## config.mk

```make
export PLATFORM = sky130hd
export DESIGN_NAME = plst_front
export DESIGN_NICKNAME = d
export VERILOG_FILES = /design/src/rtl/plst_pkg.sv /design/src/rtl/plst_front.sv
export SDC_FILE = /design/constraint.sdc
export NUM_CORES = 1
export LEC_CHECK = 0
export BUFFER_PORTS_ARGS = -buffer_cell sky130_fd_sc_hd__buf_4
export CAP_MARGIN = 20
export CELL_PAD_IN_SITES_DETAIL_PLACEMENT = 1
export CELL_PAD_IN_SITES_GLOBAL_PLACEMENT = 1
export CORE_MARGIN = 4
export CORE_UTILIZATION = 28
export DETAILED_ROUTE_END_ITERATION = 10
export GPL_ROUTABILITY_DRIVEN = 0
export PLACE_DENSITY = 0.85
export SETUP_SLACK_MARGIN = 0.4
export SLEW_MARGIN = 20
export SYNTH_ARGS = -nofsm -noshare
export SYNTH_HDL_FRONTEND = slang
export SYNTH_SLANG_ARGS = --single-unit
```

## constraint.sdc

```tcl
create_clock -name vclk -period 2.6
set_input_delay 0 -clock vclk [all_inputs]
set_output_delay 0 -clock vclk [all_outputs]
set_load 0.03 [all_outputs]
```

## src/rtl/plst_pkg.sv

```systemverilog
// ----------------------------------------------------------------------------
// plst_pkg
// Types and codes shared by the partition table front, queue and back end.
// ----------------------------------------------------------------------------
package plst_pkg;

    // Request codes as they arrive on the input channel
    localparam logic [2:0] REQ_CLEAR  = 3'd0;
    localparam logic [2:0] REQ_ASSIGN = 3'd1;
    localparam logic [2:0] REQ_SWAP   = 3'd2;
    localparam logic [2:0] REQ_COST   = 3'd3;
    localparam logic [2:0] REQ_READ   = 3'd4;

    // Configuration register indexes
    localparam logic [1:0] CFG_ITEM_COUNT = 2'd0;
    localparam logic [1:0] CFG_PART_COUNT = 2'd1;
    localparam logic [1:0] CFG_TARGET_SUM = 2'd2;

    localparam int FIFO_DEPTH = 2;

    // Classified request kinds
    typedef enum logic [2:0] {
        K_CLEAR,
        K_ASSIGN,
        K_SWAP,
        K_COST,
        K_READ,
        K_REJECT
    } kind_t;

    typedef enum logic [1:0] {
        ST_OK,
        ST_RANGE,
        ST_INCOMPLETE
    } status_t;

    typedef enum logic [3:0] {
        S_INIT,
        S_IDLE,
        S_CLR,
        S_RDA,
        S_RDB,
        S_SWW,
        S_SWC,
        S_CDEV,
        S_CSQ,
        S_CACC,
        S_DONE
    } bstate_t;

    typedef struct packed {
        kind_t       kind;
        logic [10:0] item_a;
        logic [10:0] item_b;
        logic [4:0]  part_sel;
    } cmd_t;

    // Head of the command queue as seen by the back end
    typedef struct packed {
        logic valid;
        cmd_t cmd;
    } q_head_t;

    typedef struct packed {
        logic [19:0] part_total;
        logic [10:0] part_members;
        logic [42:0] cost_value;
        logic        cost_valid;
        logic        all_assigned;
        status_t     status;
    } res_t;

endpackage

```

## src/rtl/plst_front.sv

```systemverilog
// ----------------------------------------------------------------------------
// plst_front
// Accepts request items and classifies them, range checks included.
// ----------------------------------------------------------------------------
module plst_front (
    input  logic               s_tvalid,
    output logic               s_tready,
    input  logic [31:0]        s_tdata,    // item_a, item_b, part_sel, zero fill
    input  logic [2:0]         s_tuser,    // req_type
    input  logic [10:0]        eff_n,
    input  logic [4:0]         eff_k,
    input  logic               init_busy,
    input  logic               q_full,
    output logic               q_push,
    output plst_pkg::cmd_t     q_cmd
);

    logic [10:0] item_a;
    logic [10:0] item_b;
    logic [4:0]  part_sel;
    logic        a_ok;
    logic        b_ok;
    logic        sel_ok;

    assign item_a   = s_tdata[10:0];
    assign item_b   = s_tdata[21:11];
    assign part_sel = s_tdata[26:22];

    // Hold off while the queue is full or the table is being swept after reset
    assign s_tready = !q_full && !init_busy;
    assign q_push   = s_tvalid && s_tready;

    assign a_ok   = (item_a != 11'd0) && (item_a <= eff_n);
    assign b_ok   = (item_b != 11'd0) && (item_b <= eff_n);
    assign sel_ok = (part_sel <= eff_k);

    // Classify the request
    always_comb begin
        q_cmd.item_a   = item_a;
        q_cmd.item_b   = item_b;
        q_cmd.part_sel = part_sel;
        case (s_tuser)
            plst_pkg::REQ_CLEAR: begin
                q_cmd.kind = plst_pkg::K_CLEAR;
            end
            plst_pkg::REQ_ASSIGN: begin
                q_cmd.kind = (a_ok && sel_ok) ? plst_pkg::K_ASSIGN : plst_pkg::K_REJECT;
            end
            plst_pkg::REQ_SWAP: begin
                q_cmd.kind = (a_ok && b_ok) ? plst_pkg::K_SWAP : plst_pkg::K_REJECT;
            end
            plst_pkg::REQ_COST: begin
                q_cmd.kind = plst_pkg::K_COST;
            end
            plst_pkg::REQ_READ: begin
                q_cmd.kind = sel_ok ? plst_pkg::K_READ : plst_pkg::K_REJECT;
            end
            default: begin
                q_cmd.kind = plst_pkg::K_REJECT;
            end
        endcase
    end

endmodule

```

==> qor.yml <==
coreArea_mm2: 0.00339
place_hpwl_mm: 2.92
clkPwrFrac_pct: 0
drc: 0
drt_iter0_drc: 4
dr_total_vias: 1075
synthXorXnorAreaFrac_pct: 0
grt_overflow: 0
cp.arrival_ps: 1790
endpoint_kind: "output pin"
synth.top_cells.by_count: "buf_4 (27), ha_1 (27), inv_1 (19), a21oi_1 (7)"
fin_crit_sh_pct: 68.7
yosys.area_share.simple_pct: 20.3
synth_top_family_by_area: "adder cells"
powerDensity_mw_per_mm2: 194
grtUsageTotal_pct: 13.2
seq_area_frac_synth_pct: 0
post-route-min-period_ps: 1790
rsz0062_at_grt: "false"
core.rowCount: 21
cts_setup_buffers: 0
syn_inst: 128
drv_slew: 0
comb_power_share_pct: 100.0
die_x_um: 67.8
pwr-share-seq_pct: 0
tns_ps: 0
avgSynthCellArea_um2: 7.81
routed_wl_mm: 3.00
p_sw_w: 0.000152
cap_violations: 0
p_leak_nw: 0.818
layout-area-overhead-vs-synth_pct: 46.3
numPortBuffers: 81
grt_max_degree: 6
hold_buffers: 0
synth.area.mux_share_pct: 1.00
synthTopCellsByArea: "ha_1 (34%), buf_4 (20%), inv_1 (7.1%)"
synth_cell_type_count: 29
drive_gt1_share_pct: 48.4
syn-cell-area_um2: 1000
slew_headroom_pct: 77.8
yosysWarnings: 0
status: "completed"
dieHeight_um: 67.8
stdcell_area_mm2: 0.00146
nClkBuffers: 0
hold_violations: 0
first_global_vias: 1089
dieArea_mm2: 0.00459
first_pass_iters: 3
routedWlPerCell_um: 13.2
worst_slew_pin_slew_ps: 329
yosys.area_share.adder_pct: 33.8
required_ps: 2600
final_nets: 265
internal_power_w: 0.000132
postRouteAntennaNets: 0
grt_pass1_wl_mm: 4.77
placed_area_mm2: 0.00146
antenna_found_initial: 0
p_sw_share_pct: 53.4
seq_cells: 0
diodes: 0
ios: 86
fmax_mhz: 560
synth_top_area_share_pct: 33.8
vias_per_cell: 4.71
finalSetupViolCount: 0
synth_area_leader_cell: "ha_1"
cts-resized-gates: 0
ir_drop_uv: 64.9
synth_compound_area_share_pct: 17.5
critPathKind: "in -> out"
hold_path_class: "in -> out"
syn-num-nets: 209
ff_latch_area_um2: 0
cp_max_fo: 3
start_util_pct: 29.5
cp-start-kind: "primary input"
-- kinds of logic after synthesis --
logic type	after synthesis
and+or+nand+nor	29
buffers and inverters	46
adders and majority gates	27
muxes	1
AOI/OAI and AO/OA	25
-- per-stage QoR --
stage	total power, W	cells	utilization [%]	hold WS (ps)	setup slack [ps]
after floorplan	0.000181	128	-	112	671
after global placement	0.000281	228	43.2	228	796
after detailed placement	0.000289	228	43.2	230	785
after CTS	0.000290	228	43.2	230	773
after global routing	0.000316	228	43.2	237	620
final	0.000284	228	43.2	228	814
-- power groups by stage --
stage               Sequential, W  Clock [W]  Combinational, W
floorplan                       0          0          0.000181
global route                    0          0          0.000316
finish                          0          0          0.000284
global placement                0          0          0.000281
CTS                             0          0          0.000290
detailed placement              0          0          0.000289
-- path summary, 6_finish.rpt --
path	from	endpoint	slack, ps	cells past startpoint
setup / recovery	s_tdata[6]	q_cmd[29]	810	9
hold / removal	s_tdata[22]	q_cmd[0]	230	2
-- critical path, stage by stage --
cell      delay (ps)
buf_4            130
ha_1             290
nand2_1           90
o21ai_1          120
or3b_1           360
a21oi_2          240
nor4_4            80
o311ai_1         250
buf_4            210
-- per-layer routing --
metal / up-vias / wire length, µm / global-route usage (%)
met3: 4 / 202 / 0.499
met2: 39 / 1610 / 25.8
met4: 0 / 46 / 1.77
li1: 543 / - / -
met5: - / 0 / 0
met1: 489 / 1150 / 15.9
-- layout by cell type, fill, tap and decap left out, drive strengths merged, types with 4 or more instances in the layout --
master,count
buf,81
nor2,5
a21oi,8
ha,27
nand4,4
nand2,5
inv,19
nor4,7
a211oi,4
o21ai,4
-- layout make-up --
type	count	area [µm²]
fillers	443	1930
multi-input cells	82	726
repair buffers	81	608
inverters	19	71.3
well taps	46	57.6
(Power assumes the default switching activity.)
