[config.mk]
export PLATFORM = sky130hd
export DESIGN_NAME = plst_fifo
export DESIGN_NICKNAME = d
export VERILOG_FILES = /design/src/rtl/plst_pkg.sv /design/src/rtl/plst_fifo.sv
export SDC_FILE = /design/constraint.sdc
export NUM_CORES = 1
export LEC_CHECK = 0
export BUFFER_PORTS_ARGS = -buffer_cell sky130_fd_sc_hd__buf_2
export CAP_MARGIN = 10
export CORE_UTILIZATION = 37
export DETAILED_ROUTE_END_ITERATION = 8
export GPL_TIMING_DRIVEN = 0
export SYNTH_ARGS = -nofsm -noshare
export SYNTH_HDL_FRONTEND = slang
export SYNTH_SLANG_ARGS = --single-unit
[constraint.sdc]
create_clock -name aclk -period 2.1 [get_ports aclk]
set_clock_uncertainty 0.1 [all_clocks]
set_input_delay 0.42 -clock aclk [delete_from_list [all_inputs] [get_ports aclk]]
set_output_delay 0.42 -clock aclk [all_outputs]
set_load 0.01 [all_outputs]
[src/rtl/plst_pkg.sv]
// ----------------------------------------------------------------------------
// plst_pkg
// Types and codes shared by the partition table front, queue and back end.
// ----------------------------------------------------------------------------
package plst_pkg;

    // Request codes as they arrive on the input channel
    localparam logic [2:0] REQ_CLEAR  = 3'd0;
    localparam logic [2:0] REQ_ASSIGN = 3'd1;
    localparam logic [2:0] REQ_SWAP   = 3'd2;
    localparam logic [2:0] REQ_COST   = 3'd3;
    localparam logic [2:0] REQ_READ   = 3'd4;

    // Configuration register indexes
    localparam logic [1:0] CFG_ITEM_COUNT = 2'd0;
    localparam logic [1:0] CFG_PART_COUNT = 2'd1;
    localparam logic [1:0] CFG_TARGET_SUM = 2'd2;

    localparam int FIFO_DEPTH = 2;

    // Classified request kinds
    typedef enum logic [2:0] {
        K_CLEAR,
        K_ASSIGN,
        K_SWAP,
        K_COST,
        K_READ,
        K_REJECT
    } kind_t;

    typedef enum logic [1:0] {
        ST_OK,
        ST_RANGE,
        ST_INCOMPLETE
    } status_t;

    typedef enum logic [3:0] {
        S_INIT,
        S_IDLE,
        S_CLR,
        S_RDA,
        S_RDB,
        S_SWW,
        S_SWC,
        S_CDEV,
        S_CSQ,
        S_CACC,
        S_DONE
    } bstate_t;

    typedef struct packed {
        kind_t       kind;
        logic [10:0] item_a;
        logic [10:0] item_b;
        logic [4:0]  part_sel;
    } cmd_t;

    // Head of the command queue as seen by the back end
    typedef struct packed {
        logic valid;
        cmd_t cmd;
    } q_head_t;

    typedef struct packed {
        logic [19:0] part_total;
        logic [10:0] part_members;
        logic [42:0] cost_value;
        logic        cost_valid;
        logic        all_assigned;
        status_t     status;
    } res_t;

endpackage

[src/rtl/plst_fifo.sv]
// ----------------------------------------------------------------------------
// plst_fifo
// Short command queue between the front and the back end.
// ----------------------------------------------------------------------------
module plst_fifo (
    input  logic               aclk,
    input  logic               aresetn,
    input  logic               push,
    input  plst_pkg::cmd_t     push_cmd,
    output logic               full,
    input  logic               pop,
    output plst_pkg::q_head_t  head
);

    localparam int PW = (plst_pkg::FIFO_DEPTH > 1) ? $clog2(plst_pkg::FIFO_DEPTH) : 1;
    localparam int CW = $clog2(plst_pkg::FIFO_DEPTH + 1);

    plst_pkg::cmd_t  buf_reg [0:plst_pkg::FIFO_DEPTH-1];
    logic [PW-1:0]   wr_ptr_reg;
    logic [PW-1:0]   rd_ptr_reg;
    logic [CW-1:0]   count_reg;

    assign full       = (count_reg == CW'(plst_pkg::FIFO_DEPTH));
    assign head.valid = (count_reg != '0);
    assign head.cmd   = buf_reg[rd_ptr_reg];

    // Store the pushed item
    always_ff @(posedge aclk) begin
        if (push) begin
            buf_reg[wr_ptr_reg] <= push_cmd;
        end
    end

    // Advance pointers and count
    always_ff @(posedge aclk) begin
        if (!aresetn) begin
            wr_ptr_reg <= '0;
            rd_ptr_reg <= '0;
            count_reg  <= '0;
        end else begin
            if (push) begin
                wr_ptr_reg <= (wr_ptr_reg == PW'(plst_pkg::FIFO_DEPTH - 1)) ? '0
                                                                           : wr_ptr_reg + 1'b1;
            end
            if (pop) begin
                rd_ptr_reg <= (rd_ptr_reg == PW'(plst_pkg::FIFO_DEPTH - 1)) ? '0
                                                                           : rd_ptr_reg + 1'b1;
            end
            case ({push, pop})
                2'b10:   count_reg <= count_reg + 1'b1;
                2'b01:   count_reg <= count_reg - 1'b1;
                default: count_reg <= count_reg;
            endcase
        end
    end

endmodule

==> key figures <==
Cells and area
  • Final net count: 227
  • Commonest non-fill, non-tap cell in the layout: buf_2
  • Diode count: 0
  • Fillers: between 500 and 600
  • Largest register FFs: 60
  • Area of the multi-input gates: 460.4 um2
  • Commonest non-fill, non-tap cells in the layout: buf_2, edfxtp_1, mux2_2
  • Area Overhead vs Synth: 26.62%
  • Share of cells above drive strength 1: 57.36%
  • Fin util: approximately 50%
  • Reg area: 0.001902 mm2

GRT
  • Global route overflow: 0
  • Total track usage: 13.08%
  • Met3 Resource Use GR: 5.165%
  • Global-route wire length before repair: ~6.1 mm
  • Routing usage on met2: a little over a fifth
  • Met1 usage: 14.70%
  • Pin count of the biggest net entering global routing: 32
  • GRT busiest layer: met2
  • Initial antenna violation count: 0
  • Vias in the first global route: roughly 1300

Power
  • Sequential power share: 54.5%
  • Overall Power: roughly 2.8 mW
  • NetSw: 0.5958 mW
  • Worst-case vdd ir drop: ~0.00047 V
  • Clk network pwr share: 34.5%
  • Internal power: 2.181 mW
  • Switching Fraction: 21.46%
  • Combinational power share: between 10% and 20%
  • Leak: 1.146 nW
  • PD cells: roughly 920 mW/mm2

Placement
  • Port bufs: 65
  • RePlAce Congestion: 0.6286
  • DP Wirelength: between 2 and 3 mm
  • DP Worst Slack: 0.2687 ns

Timing
  • Max-slew headroom: slightly above 40%
  • Period Utilization, post-route: 93.57%
  • Final min period: roughly 2.0 ns
  • Worst hold slack: between 0.15 and 0.2 ns
  • Final setup fails: 0
  • Peak Freq: 508.9 MHz
  • Hold Vio Cnt, Final: 0
  • Final max-slew violation count: 0
  • Tightest Pin Transition: 0.8941 ns
  • Worst setup margin: 0.1349 ns
  • Unrepaired setup endpoints after global routing: false
  • Setup TNS: 0 ns

Logic synthesis
  • Cell variety after synth: 17
  • Compound-gate portion of the synthesized area: 0.8434%
  • Post-synthesis mux area share: between 10% and 20%
  • Synth Instances: 115
  • Yosys warning total: 0
  • Main combinational cell family by area after synthesis: multiplexers
  • Post-Syn Nets: 150
  • Flop and latch count out of synthesis: 65
  • Mean Syn Cell Area: 20.64 um2
  • Post-Synth XOR/XNOR Area: under 10%
  • Synth Area in Simple Gates: 2.372%
  • Adder-Cell Fraction of Synth Area: 0.5271%
  • Synthesized cell area: 0.002374 mm2
  • Sequential area share after synthesis: between 80% and 90%

Worst setup path
  • FF-to-FF End: buf_reg[1][8]
  • Max stage delay on crit path: 0.37 ns
  • CP Cell Sequence: buf_2 -> mux2_2 -> buf_2
  • Most used cell, CP: buf_2
  • Worst-path fanout max: 10
  • Reg2reg setup slack: roughly 0.45 ns
  • Startpoint class of the critical path: register
  • Worst EP required: 1.58 ns
  • Worst r2r src: wr_ptr_reg
  • CP Capture Type: output pin
  • Kind of critical path: register to output pin
  • Largest delay contributor family on the critical path: buffers and inverters
  • R2R cell count: 2
  • Worst Path Arrival: about 1.5 ns
  • Max stage delay cell, worst path: mux2_2
  • CP Buf/Inv Count: 2

Hold path
  • Hold path start: push_cmd[18]
  • Hold Crit Class: input port to register
  • Hold path depth: 1
  • Min-Delay Endpoint: buf_reg[1][18]

Clock tree
  • Worst-Skew Late Latency: 0.33 ns
  • Max Root-Sink Buffers: 2
  • Post-CTS Repair Setup Buffers: 0
  • Reg clk slew, reported paths: 0.07 ns
  • H-tree level count: 3
  • Root buffer cell: clkbuf_8
  • CTS Hold Buffers Added: 0
  • CTS tree: yes
  • Clk sink count: 65
  • CTS Buf Count: 9
  • Post-CTS Resized: 0

Drt
  • Initial DRC Count: 68
  • Wire per inst: 14.78 um
  • Vias/cell: 4.662
  • First-pass DRT Iterations: 4
  • Vias: 1268
  • DRC: 0
  • Post-DRT Antenna Nets: 0
  • DRT Wirelength: 4.019 mm

Die
  • Row Count: 28
  • IO Pins: 66
  • Core ar.: 0.006061 mm2
  • Die area: 0.006740 mm2
  • Chip height: 82.10 um
  • Starting Density: ~40%
  • Die W: 82.10 um

Job
  • Max cap viols: 0

Outcome
  • Status: complete, no violations
## metrics by stage
stage	std cells	instance area (um2)
floorplan	115	2376
global placement	255	2795
detailed placement	256	2828
CTS	272	3005
global route	272	3005
finish	272	3005
## cell families after synthesis
family / count (synthesis)
fa+ha+maj: 1
xor+xnor: 3
simple gates: 9
buf+inv: 4
flops: 65
mux: 30
compound gates: 3
## cell usage after synthesis
cell      number  area share [%]
a21boi_1       1            0.32
and2_1         4             1.1
and2b_2        1            0.37
buf_2          3            0.63
dfxtp_1        5             4.2
edfxtp_1      60              76
ha_1           1            0.53
inv_1          1            0.16
mux2_2        30              14
nor2_1         1            0.16
nor2b_1        1            0.26
o21a_1         1            0.32
o21ai_0        1            0.21
or2_2          1            0.26
or3_1          1            0.26
xnor2_1        2            0.74
xor2_1         1            0.37
## layout make-up
| cell class | count | share of cell area [%] |
|---|---|---|
| Multi-Input combinational cell | 46 | 15.32 |
| Clock inverter | 5 | 1.540 |
| Timing Repair Buffer | 66 | 11.74 |
| Clock buffer | 11 | 4.371 |
| Buffer | 3 | 0.4996 |
| Tap cell | 75 | 3.122 |
| Inverter | 1 | 0.1249 |
| Sequential cell | 65 | 63.28 |
## power by group through the flow
stage	clock network (mW)	registers [mW]	logic [mW]
5_1_grt	1.05	1.52	0.333
4_1_cts	0.991	1.51	0.311
3_3_place_gp	0	1.54	0.293
3_5_place_dp	0	1.54	0.309
2_1_floorplan	0	1.53	0.178
6_report	0.959	1.51	0.304
## worst register-to-register path, stage by stage (launching register included)
cell and delay [ns]:
dfxtp_1 0.38, and2_1 0.63, buf_16 0.24
## worst max-delay path by stage
| stage | startpoint | endpoint | slack, ns | cells past startpoint |
|---|---|---|---|---|
| 2_1_floorplan | push | buf_reg[0][0] | 0.33 | 2 |
| 3_3_place_gp | push | buf_reg[0][6] | -0.18 | 3 |
| 3_5_place_dp | push | buf_reg[0][6] | 0.27 | 3 |
| 4_1_cts | register | head[10] | 0.10 | 3 |
| 5_1_grt | register | head[4] | 0.03 | 3 |
| 6_report | register | head[5] | 0.13 | 3 |
## routing by layer
| metal | up-vias | routed length (um) |
|---|---|---|
| met5 | - | 0 |
| met4 | 0 | 83 |
| met3 | 10 | 242 |
| met2 | 37 | 2105 |
| met1 | 619 | 1587 |
| li1 | 602 | - |
(Power assumes the default switching activity.)
